**src/slcg_pkg.sv**
```systemverilog
// ----------------------------------------------------------------------------
// slcg_pkg: shared types and constants for the status LED color generator
// Holds the request and result structs, status mode codes and the fixed
// scaling helper used by the color wheel and the pulse logic.
// ----------------------------------------------------------------------------
package slcg_pkg;

  localparam logic [1:0] KIND_BOOT      = 2'd0;
  localparam logic [1:0] KIND_CONNECTED = 2'd1;
  localparam logic [1:0] KIND_SEARCHING = 2'd2;
  localparam logic [1:0] KIND_ERROR     = 2'd3;

  localparam int unsigned LEVEL_FULL       = 255;
  localparam int unsigned AMBER_NUM        = 2;
  localparam int unsigned AMBER_DEN        = 5;
  localparam int unsigned AMBER_RECIP      = 205;
  localparam int unsigned AMBER_RECIP_BITS = 10;

  localparam logic [7:0] MAX_BRIGHT_RESET = 8'(LEVEL_FULL);
  localparam logic [7:0] AMBER_RESET      = 8'((LEVEL_FULL * AMBER_NUM) / AMBER_DEN);

  localparam logic [7:0] REGION_WIDTH = 8'd43;

  typedef struct packed {
    logic [1:0]  kind;
    logic [15:0] phase;
    logic [7:0]  hue;
  } slcg_req_t;

  typedef struct packed {
    logic [7:0] red;
    logic [7:0] green;
    logic [7:0] blue;
  } slcg_rgb_t;

  // Exact floor(x / 255) for any product of two 8-bit values.
  function automatic logic [7:0] div255(input logic [15:0] x);
    logic [16:0] sum;
    sum = {1'b0, x} + {9'd0, x[15:8]} + 17'd1;
    return sum[15:8];
  endfunction

endpackage

```
**src/slcg_wheel.sv**
```systemverilog
// ----------------------------------------------------------------------------
// slcg_wheel: six-region hue color wheel
// Splits the hue into a region and an offset, scales the rising ramp by
// the peak level and places the ramps on the channels of that region.
// ----------------------------------------------------------------------------
module slcg_wheel (
  input  logic [7:0]          hue,
  input  logic [7:0]          max_bright,
  output slcg_pkg::slcg_rgb_t rgb
);
  import slcg_pkg::*;

  logic [2:0]  region;
  logic [7:0]  base;
  logic [7:0]  offset;
  logic [7:0]  ramp;
  logic [15:0] prod;
  logic [7:0]  up;
  logic [7:0]  down;

  always_comb begin
    priority if (hue >= 8'(5 * REGION_WIDTH)) begin
      region = 3'd5;
      base   = 8'(5 * REGION_WIDTH);
    end else if (hue >= 8'(4 * REGION_WIDTH)) begin
      region = 3'd4;
      base   = 8'(4 * REGION_WIDTH);
    end else if (hue >= 8'(3 * REGION_WIDTH)) begin
      region = 3'd3;
      base   = 8'(3 * REGION_WIDTH);
    end else if (hue >= 8'(2 * REGION_WIDTH)) begin
      region = 3'd2;
      base   = 8'(2 * REGION_WIDTH);
    end else if (hue >= REGION_WIDTH) begin
      region = 3'd1;
      base   = REGION_WIDTH;
    end else begin
      region = 3'd0;
      base   = 8'd0;
    end
  end

  assign offset = hue - base;
  assign ramp   = {offset[5:0], 2'b00} + {offset[6:0], 1'b0};
  assign prod   = {8'd0, max_bright} * {8'd0, ramp};
  assign up     = div255(prod);
  assign down   = max_bright - up;

  always_comb begin
    unique case (region)
      3'd0:    rgb = '{red: max_bright, green: up,         blue: 8'd0};
      3'd1:    rgb = '{red: down,       green: max_bright, blue: 8'd0};
      3'd2:    rgb = '{red: 8'd0,       green: max_bright, blue: up};
      3'd3:    rgb = '{red: 8'd0,       green: down,       blue: max_bright};
      3'd4:    rgb = '{red: up,         green: 8'd0,       blue: max_bright};
      default: rgb = '{red: max_bright, green: 8'd0,       blue: down};
    endcase
  end

endmodule

```
**src/slcg_anim.sv**
```systemverilog
// ----------------------------------------------------------------------------
// slcg_anim: phase-driven animations
// Produces the amber breathing pulse for searching mode and the red blink
// for error mode from the animation phase.
// ----------------------------------------------------------------------------
module slcg_anim (
  input  logic [15:0]         phase,
  input  logic [7:0]          max_bright,
  input  logic [7:0]          amber_green,
  output slcg_pkg::slcg_rgb_t pulse_rgb,
  output slcg_pkg::slcg_rgb_t blink_rgb
);
  import slcg_pkg::*;

  logic [7:0]  tpos;
  logic [7:0]  tri_level;
  logic [15:0] red_prod;
  logic [15:0] green_prod;

  assign tpos      = phase[10:3];
  assign tri_level = tpos[7] ? {~tpos[6:0], 1'b0} : {tpos[6:0], 1'b0};

  assign red_prod   = {8'd0, max_bright} * {8'd0, tri_level};
  assign green_prod = {8'd0, amber_green} * {8'd0, tri_level};

  assign pulse_rgb = '{red: div255(red_prod), green: div255(green_prod), blue: 8'd0};
  assign blink_rgb = '{red: phase[8] ? max_bright : 8'd0, green: 8'd0, blue: 8'd0};

endmodule

```
**src/status_led_color_generator.sv**
```systemverilog
// ----------------------------------------------------------------------------
// status_led_color_generator: status LED color generator
// A request is taken on any cycle with start high; busy is always low, so
// one request per clock is sustained. Each result is held on out_rsp with
// out_valid high for a single cycle, after one input register and one result
// register. It cannot be held off. The peak level is written over the cfg
// channel, which is always ready, and applies to requests taken at or after
// the edge of the write.
// ----------------------------------------------------------------------------
module status_led_color_generator (
  input  logic                clk,
  input  logic                rst_n,
  input  logic                start,
  output logic                busy,
  input  slcg_pkg::slcg_req_t in_req,
  output logic                out_valid,
  output slcg_pkg::slcg_rgb_t out_rsp,
  input  logic                cfg_valid,
  output logic                cfg_ready,
  input  logic [7:0]          cfg_data
);
  import slcg_pkg::*;

  logic      req_valid_r;
  slcg_req_t req_r;
  logic      out_valid_r;
  slcg_rgb_t out_r;
  slcg_rgb_t out_nxt;
  logic [7:0] max_bright_r;
  logic [7:0] amber_r;
  logic [7:0] amber_nxt;
  logic [17:0] amber_prod;
  slcg_rgb_t wheel_rgb;
  slcg_rgb_t pulse_rgb;
  slcg_rgb_t blink_rgb;

  assign busy      = 1'b0;
  assign cfg_ready = 1'b1;

  assign amber_prod = {9'd0, cfg_data, 1'b0} * 18'(AMBER_RECIP);
  assign amber_nxt  = {1'b0, amber_prod[AMBER_RECIP_BITS +: 7]};

  always_ff @(posedge clk) begin
    if (!rst_n) begin
      max_bright_r <= MAX_BRIGHT_RESET;
      amber_r      <= AMBER_RESET;
    end else if (cfg_valid && cfg_ready) begin
      max_bright_r <= cfg_data;
      amber_r      <= amber_nxt;
    end
  end

  always_ff @(posedge clk) begin
    if (!rst_n) begin
      req_valid_r <= 1'b0;
      out_valid_r <= 1'b0;
    end else begin
      req_valid_r <= start && !busy;
      out_valid_r <= req_valid_r;
    end
  end

  always_ff @(posedge clk) begin
    if (start && !busy) begin
      req_r <= in_req;
    end
    if (req_valid_r) begin
      out_r <= out_nxt;
    end
  end

  slcg_wheel u_wheel (
    .hue        (req_r.hue),
    .max_bright (max_bright_r),
    .rgb        (wheel_rgb)
  );

  slcg_anim u_anim (
    .phase       (req_r.phase),
    .max_bright  (max_bright_r),
    .amber_green (amber_r),
    .pulse_rgb   (pulse_rgb),
    .blink_rgb   (blink_rgb)
  );

  always_comb begin
    unique case (req_r.kind)
      KIND_CONNECTED: out_nxt = wheel_rgb;
      KIND_SEARCHING: out_nxt = pulse_rgb;
      KIND_ERROR:     out_nxt = blink_rgb;
      default:        out_nxt = '0;
    endcase
  end

  assign out_valid = out_valid_r;
  assign out_rsp   = out_r;

  a_result_follows_request: assert property (@(posedge clk) disable iff (!rst_n)
    out_valid |-> $past(start, 2))
    else $error("result without a request two cycles earlier");

  a_boot_is_black: assert property (@(posedge clk) disable iff (!rst_n)
    out_valid && $past(start, 2) && ($past(in_req.kind, 2) == KIND_BOOT) |-> out_rsp == '0)
    else $error("boot mode request gave a lit LED");

  a_error_red_only: assert property (@(posedge clk) disable iff (!rst_n)
    out_valid && ($past(in_req.kind, 2) == KIND_ERROR) |->
      out_rsp.green == 8'd0 && out_rsp.blue == 8'd0 &&
      ($past(in_req.phase[8], 2) || out_rsp.red == 8'd0))
    else $error("error mode result is not a plain red blink");

endmodule
```
**config.mk**
```make
export PLATFORM = sky130hd
export DESIGN_NAME = status_led_color_generator
export DESIGN_NICKNAME = d
export VERILOG_FILES = /design/src/slcg_pkg.sv /design/src/slcg_wheel.sv /design/src/slcg_anim.sv /design/src/status_led_color_generator.sv
export SDC_FILE = /design/constraint.sdc
export NUM_CORES = 1
export LEC_CHECK = 0
export BUFFER_PORTS_ARGS = -buffer_cell sky130_fd_sc_hd__buf_4
export CAP_MARGIN = 20
export CORE_UTILIZATION = 45
export CTS_CLUSTER_DIAMETER = 50
export CTS_CLUSTER_SIZE = 30
export DETAILED_ROUTE_END_ITERATION = 8
export SYNTH_ARGS = -nofsm -noshare
export SYNTH_HDL_FRONTEND = slang
export SYNTH_SLANG_ARGS = --single-unit
```
**constraint.sdc**
```tcl
create_clock -name clk -period 12.55 [get_ports clk]
set_clock_uncertainty 0.2 [all_clocks]
set_input_delay 1.8825 -clock clk [delete_from_list [all_inputs] [get_ports clk]]
set_output_delay 1.8825 -clock clk [all_outputs]
set_load 0.005 [all_outputs]
```
==> metrics.md, run 1 <==
| Metric | Value |
|---|---|
| Detailed-route via count | `8619` |
| Number of synthesized flops with an enable pin | `42` |
| GRT Overall Usage | `23.2%` |
| Clock transition at the registers of the reported paths | `approximately 0.060 ns` |
| Initial antenna violation count | `1` |
| Required @ worst endpoint | `12.44 ns` |
| Slew Viols, Final | `0` |
| Cells after Synth | `1221` |
| Outcome | `completed` |
| Syn Std Cell Area | `between 0.01 and 0.015 mm^2` |
| Final setup fails | `0` |
| Critical path type | `reg -> reg` |
| Pin count of the biggest net entering global routing | `22` |
| Number of synthesized register bits | `59` |
| Detailed Place HPWL | `approximately 22 mm` |
| GPL Wtd Cong | `0.884` |
| DR DRC count | `0` |
| CP Capture Type | `flip-flop` |
| Final Critical Period | `between 10 and 15 ns` |
| Post-Syn Nets | `1542` |
| Synth warnings | `0` |
| Seq/Total Area, Yosys | `14.7%` |
| CTS Buffer Depth | `2` |
| Share of cells above drive strength 1 | `12.2%` |
| Final Hold Fails | `0` |
| DRT iter0 DRCs | `around 430` |
| Worst path slowest cell | `or4_4` |
| Worst hold path class | `reg -> reg` |
| Max frequency | `about 84 MHz` |
| Initial Util | `46.1%` |
| Layout area overhead | `12.9%` |
| Critical Path Start Type | `flip-flop` |
| Htree depth | `3` |
| Port buffer count | `54` |
| Slowest stage delay, CP | `between 0.5 and 0.6 ns` |
| Diodes inserted | `0` |
| Top_reg_cell synth | `edfxtp_1` |
| Routed Antenna Nets | `0` |
| Fin nets | `1613` |
| Die width | `roughly 160 um` |
| Worst Path Max Fanout | `8` |
| Dpl ws | `0.204 ns` |
| GRT Residual Overflow | `0` |
| Total die area | `0.0248 mm^2` |
| CTS root buffer | `clkbuf_16` |
| WL final | `27.1 mm` |
| Global-route wire length before repair | `44.1 mm` |
| TritonCTS Buffers | `9` |
| Core area | `roughly 0.024 mm^2` |
| CTS tree | `yes` |
| Worst-Margin Slew | `just under 0.9 ns` |
| 1st-pass router iterations | `5` |
| Number of max-cap violations | `0` |
| Clock tree sinks | `just under 60` |
| Final worst path period share | `between 90% and 100%` |
| Slew Limit Headroom | `a little over two fifths` |
| Vias per inst | `5.33` |
| Library cells used by synthesis | `74` |
| I/O pin count | `65` |
| FFs w/ async S/R, synth | `0%` |
| Setup slack after layout | `~0.6 ns` |
| Row count | `56` |
| Syn Area/Cell | `just under 9 um^2` |
| Arrival @ worst endpoint | `11.84 ns` |
| Vias in the first global route | `8543` |
| Die height | `around 160 um` |
| Clock latency on the worst-skew pair | `about 0.34 ns` |
| WL/cell | `16.8 um` |
-- final timing paths --
path              slack (ns)          end  cells past startpoint        from
hold / removal          0.41   amber_r[6]                      2  amber_r[6]
setup / recovery        0.60  out_rsp[23]                     49    req_r[3]
setup reg to reg        0.60  out_rsp[23]                     49    req_r[3]
hold reg to reg         0.41   amber_r[6]                      2  amber_r[6]
-- per-layer routing --
metal  share of wire (%)  GRT usage (%)
met5                   0              0
met3                 5.1           2.92
met4                 2.5           6.84
met2                  48           39.9
met1                  45           30.4
-- cell usage after synthesis (6+ instances only) --
master    number  area, um^2
nor2b_1       21         131
ha_1         185        2310
mux2i_1       11         110
fa_1          98        1960
a21o_1        23         173
edfxtp_1      42        1260
and2_1        87         544
a22oi_1       13        97.6
a21oi_1       45         225
nand3_1       12        60.1
dfxtp_1       17         340
a211oi_1       9        67.6
inv_1        180         676
nand2b_1      18         113
nor2_1        50         188
xor2_1        30         263
nor3_1         8        40.0
clkbuf_1      32         120
nand2_1      130         488
o21a_1        11        82.6
o21ai_0       32         160
a31oi_1        6        37.5
o22ai_1        8        50.1
a221oi_1       7        61.3
o221ai_1       6        52.6
xnor2_1       45         394
-- sequential cells by signal, indices dropped and copies added, names as in the netlist --
| signal | count |
|---|---|
| out_rsp | 24 |
| req_r | 18 |
| max_bright_r | 8 |
| amber_r | 7 |
| out_valid | 1 |
| req_valid_r | 1 |
-- timing repair --
action	in CTS	in global routing
setup endpoints to repair	0	8
endpoints found under the hold margin	0	0
buffers inserted	0	9
hold buffers	0	0
resized for setup	0	23
-- final cells by class --
type / instances / area [um^2]
fillers: 2287 / 11300
multi-input cells: 945 / 8560
flip-flops and latches: 59 / 1600
repair buffers: 97 / 748
inverters: 180 / 676
well taps: 319 / 399
clock buffers: 9 / 225
clock inverters: 7 / 77.6
-- stage by stage --
step                      setup TNS, ns  cells  utilization (%)  hold slack, ns  instance area [um^2]
after floorplan                       0   1221                -           0.314                 10900
after global placement                0   1590             49.9           0.402                 11800
after detailed placement              0   1591             50.0           0.407                 11800
after CTS                             0   1607             51.3           0.414                 12100
after global routing            -0.0817   1616             52.0           0.446                 12300
final                                 0   1616             52.0           0.410                 12300
-- placed cells by master (no fill, tap or decap), types with 4 or more instances in the layout --
cell type  instances
xor2_2             4
a31o_2             4
a211oi_1           9
nand3_1           12
o21a_1            11
nand2_1          130
a22oi_1           13
a221oi_1           7
dfxtp_1           17
xnor2_1           42
o22ai_1            8
and3_1             4
o211ai_1           5
ha_1             181
nor2_1            50
o21ai_1            5
and2_1            85
clkbuf_16          9
a21o_1            23
or3_1              4
nor3_1             7
xor2_1            27
a21oi_2            6
o21ai_0           29
nand2b_1          18
o21bai_1           4
xnor2_2            5
a21oi_1           42
buf_4             96
a211o_1            4
inv_1            180
edfxtp_1          42
mux2i_1           11
o221ai_1           6
a31oi_1            6
nor2b_1           21
or2_2              5
fa_1              98
-- critical path, delay by kind of cell, from the launching register on --
family                   cells  cell delay (ns)
AO/OA/AOI/OAI               18             3.39
XOR/XNOR                     6             1.22
adder cells (fa/ha/maj)      9             3.57
buffers and inverters        6             0.64
flip-flops                   1             0.44
multiplexers                 1             0.09
AND/OR/NAND/NOR              9             2.12
-- kinds of logic after synthesis --
logic type	count (synthesis)	synth area share [%]
and+or+nand+nor	353	16.1
adders and majority gates	283	39.3
buffers and inverters	217	7.69
AOI/OAI and AO/OA	216	14.2
xor gates and xnor gates	80	6.91
DFF	59	14.7
muxes	11	1.01
other	2	0.0690
Power of run 1 is not shown: default switching activity piles up to over one toggle a cycle in this logic, so the estimate is an artifact.
==> run 2: changes to the inputs <==
Settings changed: CTS_CLUSTER_SIZE 30 to not set, PLACE_DENSITY_LB_ADDON set to 0.1.
==> metrics.md, run 2 (same netlist as run 1, synthesis figures left out) <==
| Metric | Value |
|---|---|
| Outcome | `completed` |
| Worst hold path class | `reg -> reg` |
| Global-route wire length before repair | `44.0 mm` |
| Arrival @ worst endpoint | `11.90 ns` |
| Dpl ws | `0.291 ns` |
| Clock transition at the registers of the reported paths | `roughly 0.050 ns` |
| Clock latency on the worst-skew pair | `between 0.3 and 0.4 ns` |
| Hold Crit Depth | `2` |
| Slew Viols, Final | `0` |
| Worst path slowest cell | `or4_1` |
| Fin Setup TNS | `0 ns` |
| Reg-to-reg slack, setup | `0.53 ns` |
| Pin count of the biggest net entering global routing | `22` |
| Buffers and inverters on the worst path | `7` |
| I/O pin count | `65` |
| Clock tree sinks | `59` |
| CP Capture Type | `flip-flop` |
| Core area | `0.0236 mm^2` |
| Die width | `between 150 and 200 um` |
| Die height | `157 um` |
| Worst Path Max Fanout | `7` |
| Final worst path period share | `between 90% and 100%` |
| Critical path type | `reg -> reg` |
| Port buffer count | `54` |
| TritonCTS Buffers | `9` |
| Initial Util | `46.1%` |
| Required @ worst endpoint | `12.43 ns` |
| Post-layout util | `51.4%` |
| Detailed-route via count | `8600` |
| R2r endpoint | `out_rsp[23]` |
| Worst-Margin Slew | `0.767 ns` |
| Worst-case reg-to-reg path depth | `50` |
| Hold EP | `max_bright_r[5]` |
| Initial antenna violation count | `1` |
| FILL cells | `2301` |
| Max frequency | `83.2 MHz` |
| Slew Limit Headroom | `48.7%` |
| Max reg flops | `24` |
| Setup slack after layout | `0.532 ns` |
| Number of max-cap violations | `0` |
| DRT iter0 DRCs | `408` |
| Cell Count, Final, Fillers Out | `1611` |
| Slowest stage delay, CP | `approximately 0.58 ns` |
| Most numerous cell on the critical path | `inv_1` |
| Routed Antenna Nets | `0` |
| Stages on worst setup path | `50` |
| Vias per inst | `roughly 5.3` |
| Critical Path Start Type | `flip-flop` |
| WL final | `27.1 mm` |
| Row count | `56` |
| Vias in the first global route | `8598` |
| Final Critical Period | `12.02 ns` |
| Most common cell after layout, fill and taps aside | `ha_1` |
| R2r startpoint | `req_r[3]` |
| Detailed Place HPWL | `22.1 mm` |
| DR DRC count | `0` |
| 1st-pass router iterations | `5` |
| Final setup fails | `0` |
| GRT Residual Overflow | `0` |
| Htree depth | `3` |
| WL/cell | `16.8 um` |
| GPL Wtd Cong | `a little over 0.9` |
| Total die area | `approximately 0.025 mm^2` |
| CTS root buffer | `clkbuf_16` |
| Commonest non-fill, non-tap cells in the layout | `ha_1 (184), inv_1 (180), nand2_1 (130)` |
| GRT Overall Usage | `23.1%` |
| Largest delay share family, worst path | `adder cells` |
| Layout area overhead | `11.6%` |
| Share of cells above drive strength 1 | `11.3%` |
| CTS Buffer Depth | `2` |
| Fin nets | `1607` |
| Hold path start | `max_bright_r[5]` |
| Final Hold Fails | `0` |
| Placed cell count | `1587` |
| CTS tree | `yes` |
[run 2: worst reg2reg max path: cells and delay by family (launching register included)]
kind	cells	cell delay (ns)
AOI/OAI and AO/OA	17	3.24
xor gates and xnor gates	6	1.14
muxes	1	0.10
buffers and inverters	7	0.51
DFF	1	0.42
and+or+nand+nor	10	2.54
adders and majority gates	9	3.63
[run 2: what timing repair did]
action	in CTS	in global routing
hold buffers	0	0
setup endpoints to repair	0	6
buffers inserted	0	7
resized for setup	0	17
[run 2: metal layers]
metal / vias up / part of all wire, % / GRT usage (%) / routed length (um)
met2: 176 / 49 / 40.9 / 13400
met1: 4168 / 45 / 29.8 / 12200
li1: 4225 / - / - / -
met4: 0 / 1.8 / 5.87 / 488
met5: - / 0 / 0 / 0
met3: 31 / 3.9 / 2.59 / 1050
[run 2: cell type report]
class                      count  area, um^2  area share (%)
antenna                        1        2.50          0.0206
clock inverter                 6        41.3           0.340
inverter                     180         676            5.57
timing repair buffer          91         683            5.63
clock buffer                  10         229            1.89
multi-input combinational    945        8510            70.1
tap                          319         399            3.29
sequential                    59        1600            13.2
[run 2: per-stage QoR]
stage                     hold WS, ns  cell area, um^2
after floorplan                 0.314            10900
after global placement          0.260            11700
after detailed placement        0.261            11700
after CTS                       0.274            12000
after global routing            0.329            12100
final                           0.272            12100
[run 2: worst max path at each step]
stage,from,endpoint,slack (ns)
global placement,req_r[3],out_rsp[23],0.42
detailed placement,req_r[3],out_rsp[7],0.29
CTS,req_r[3],out_rsp[23],0.23
finish,req_r[3],out_rsp[23],0.53
floorplan,req_r[1],out_rsp[23],0.95
global route,req_r[3],out_rsp[23],-0.05
Power of run 2 is left out for the same reason.
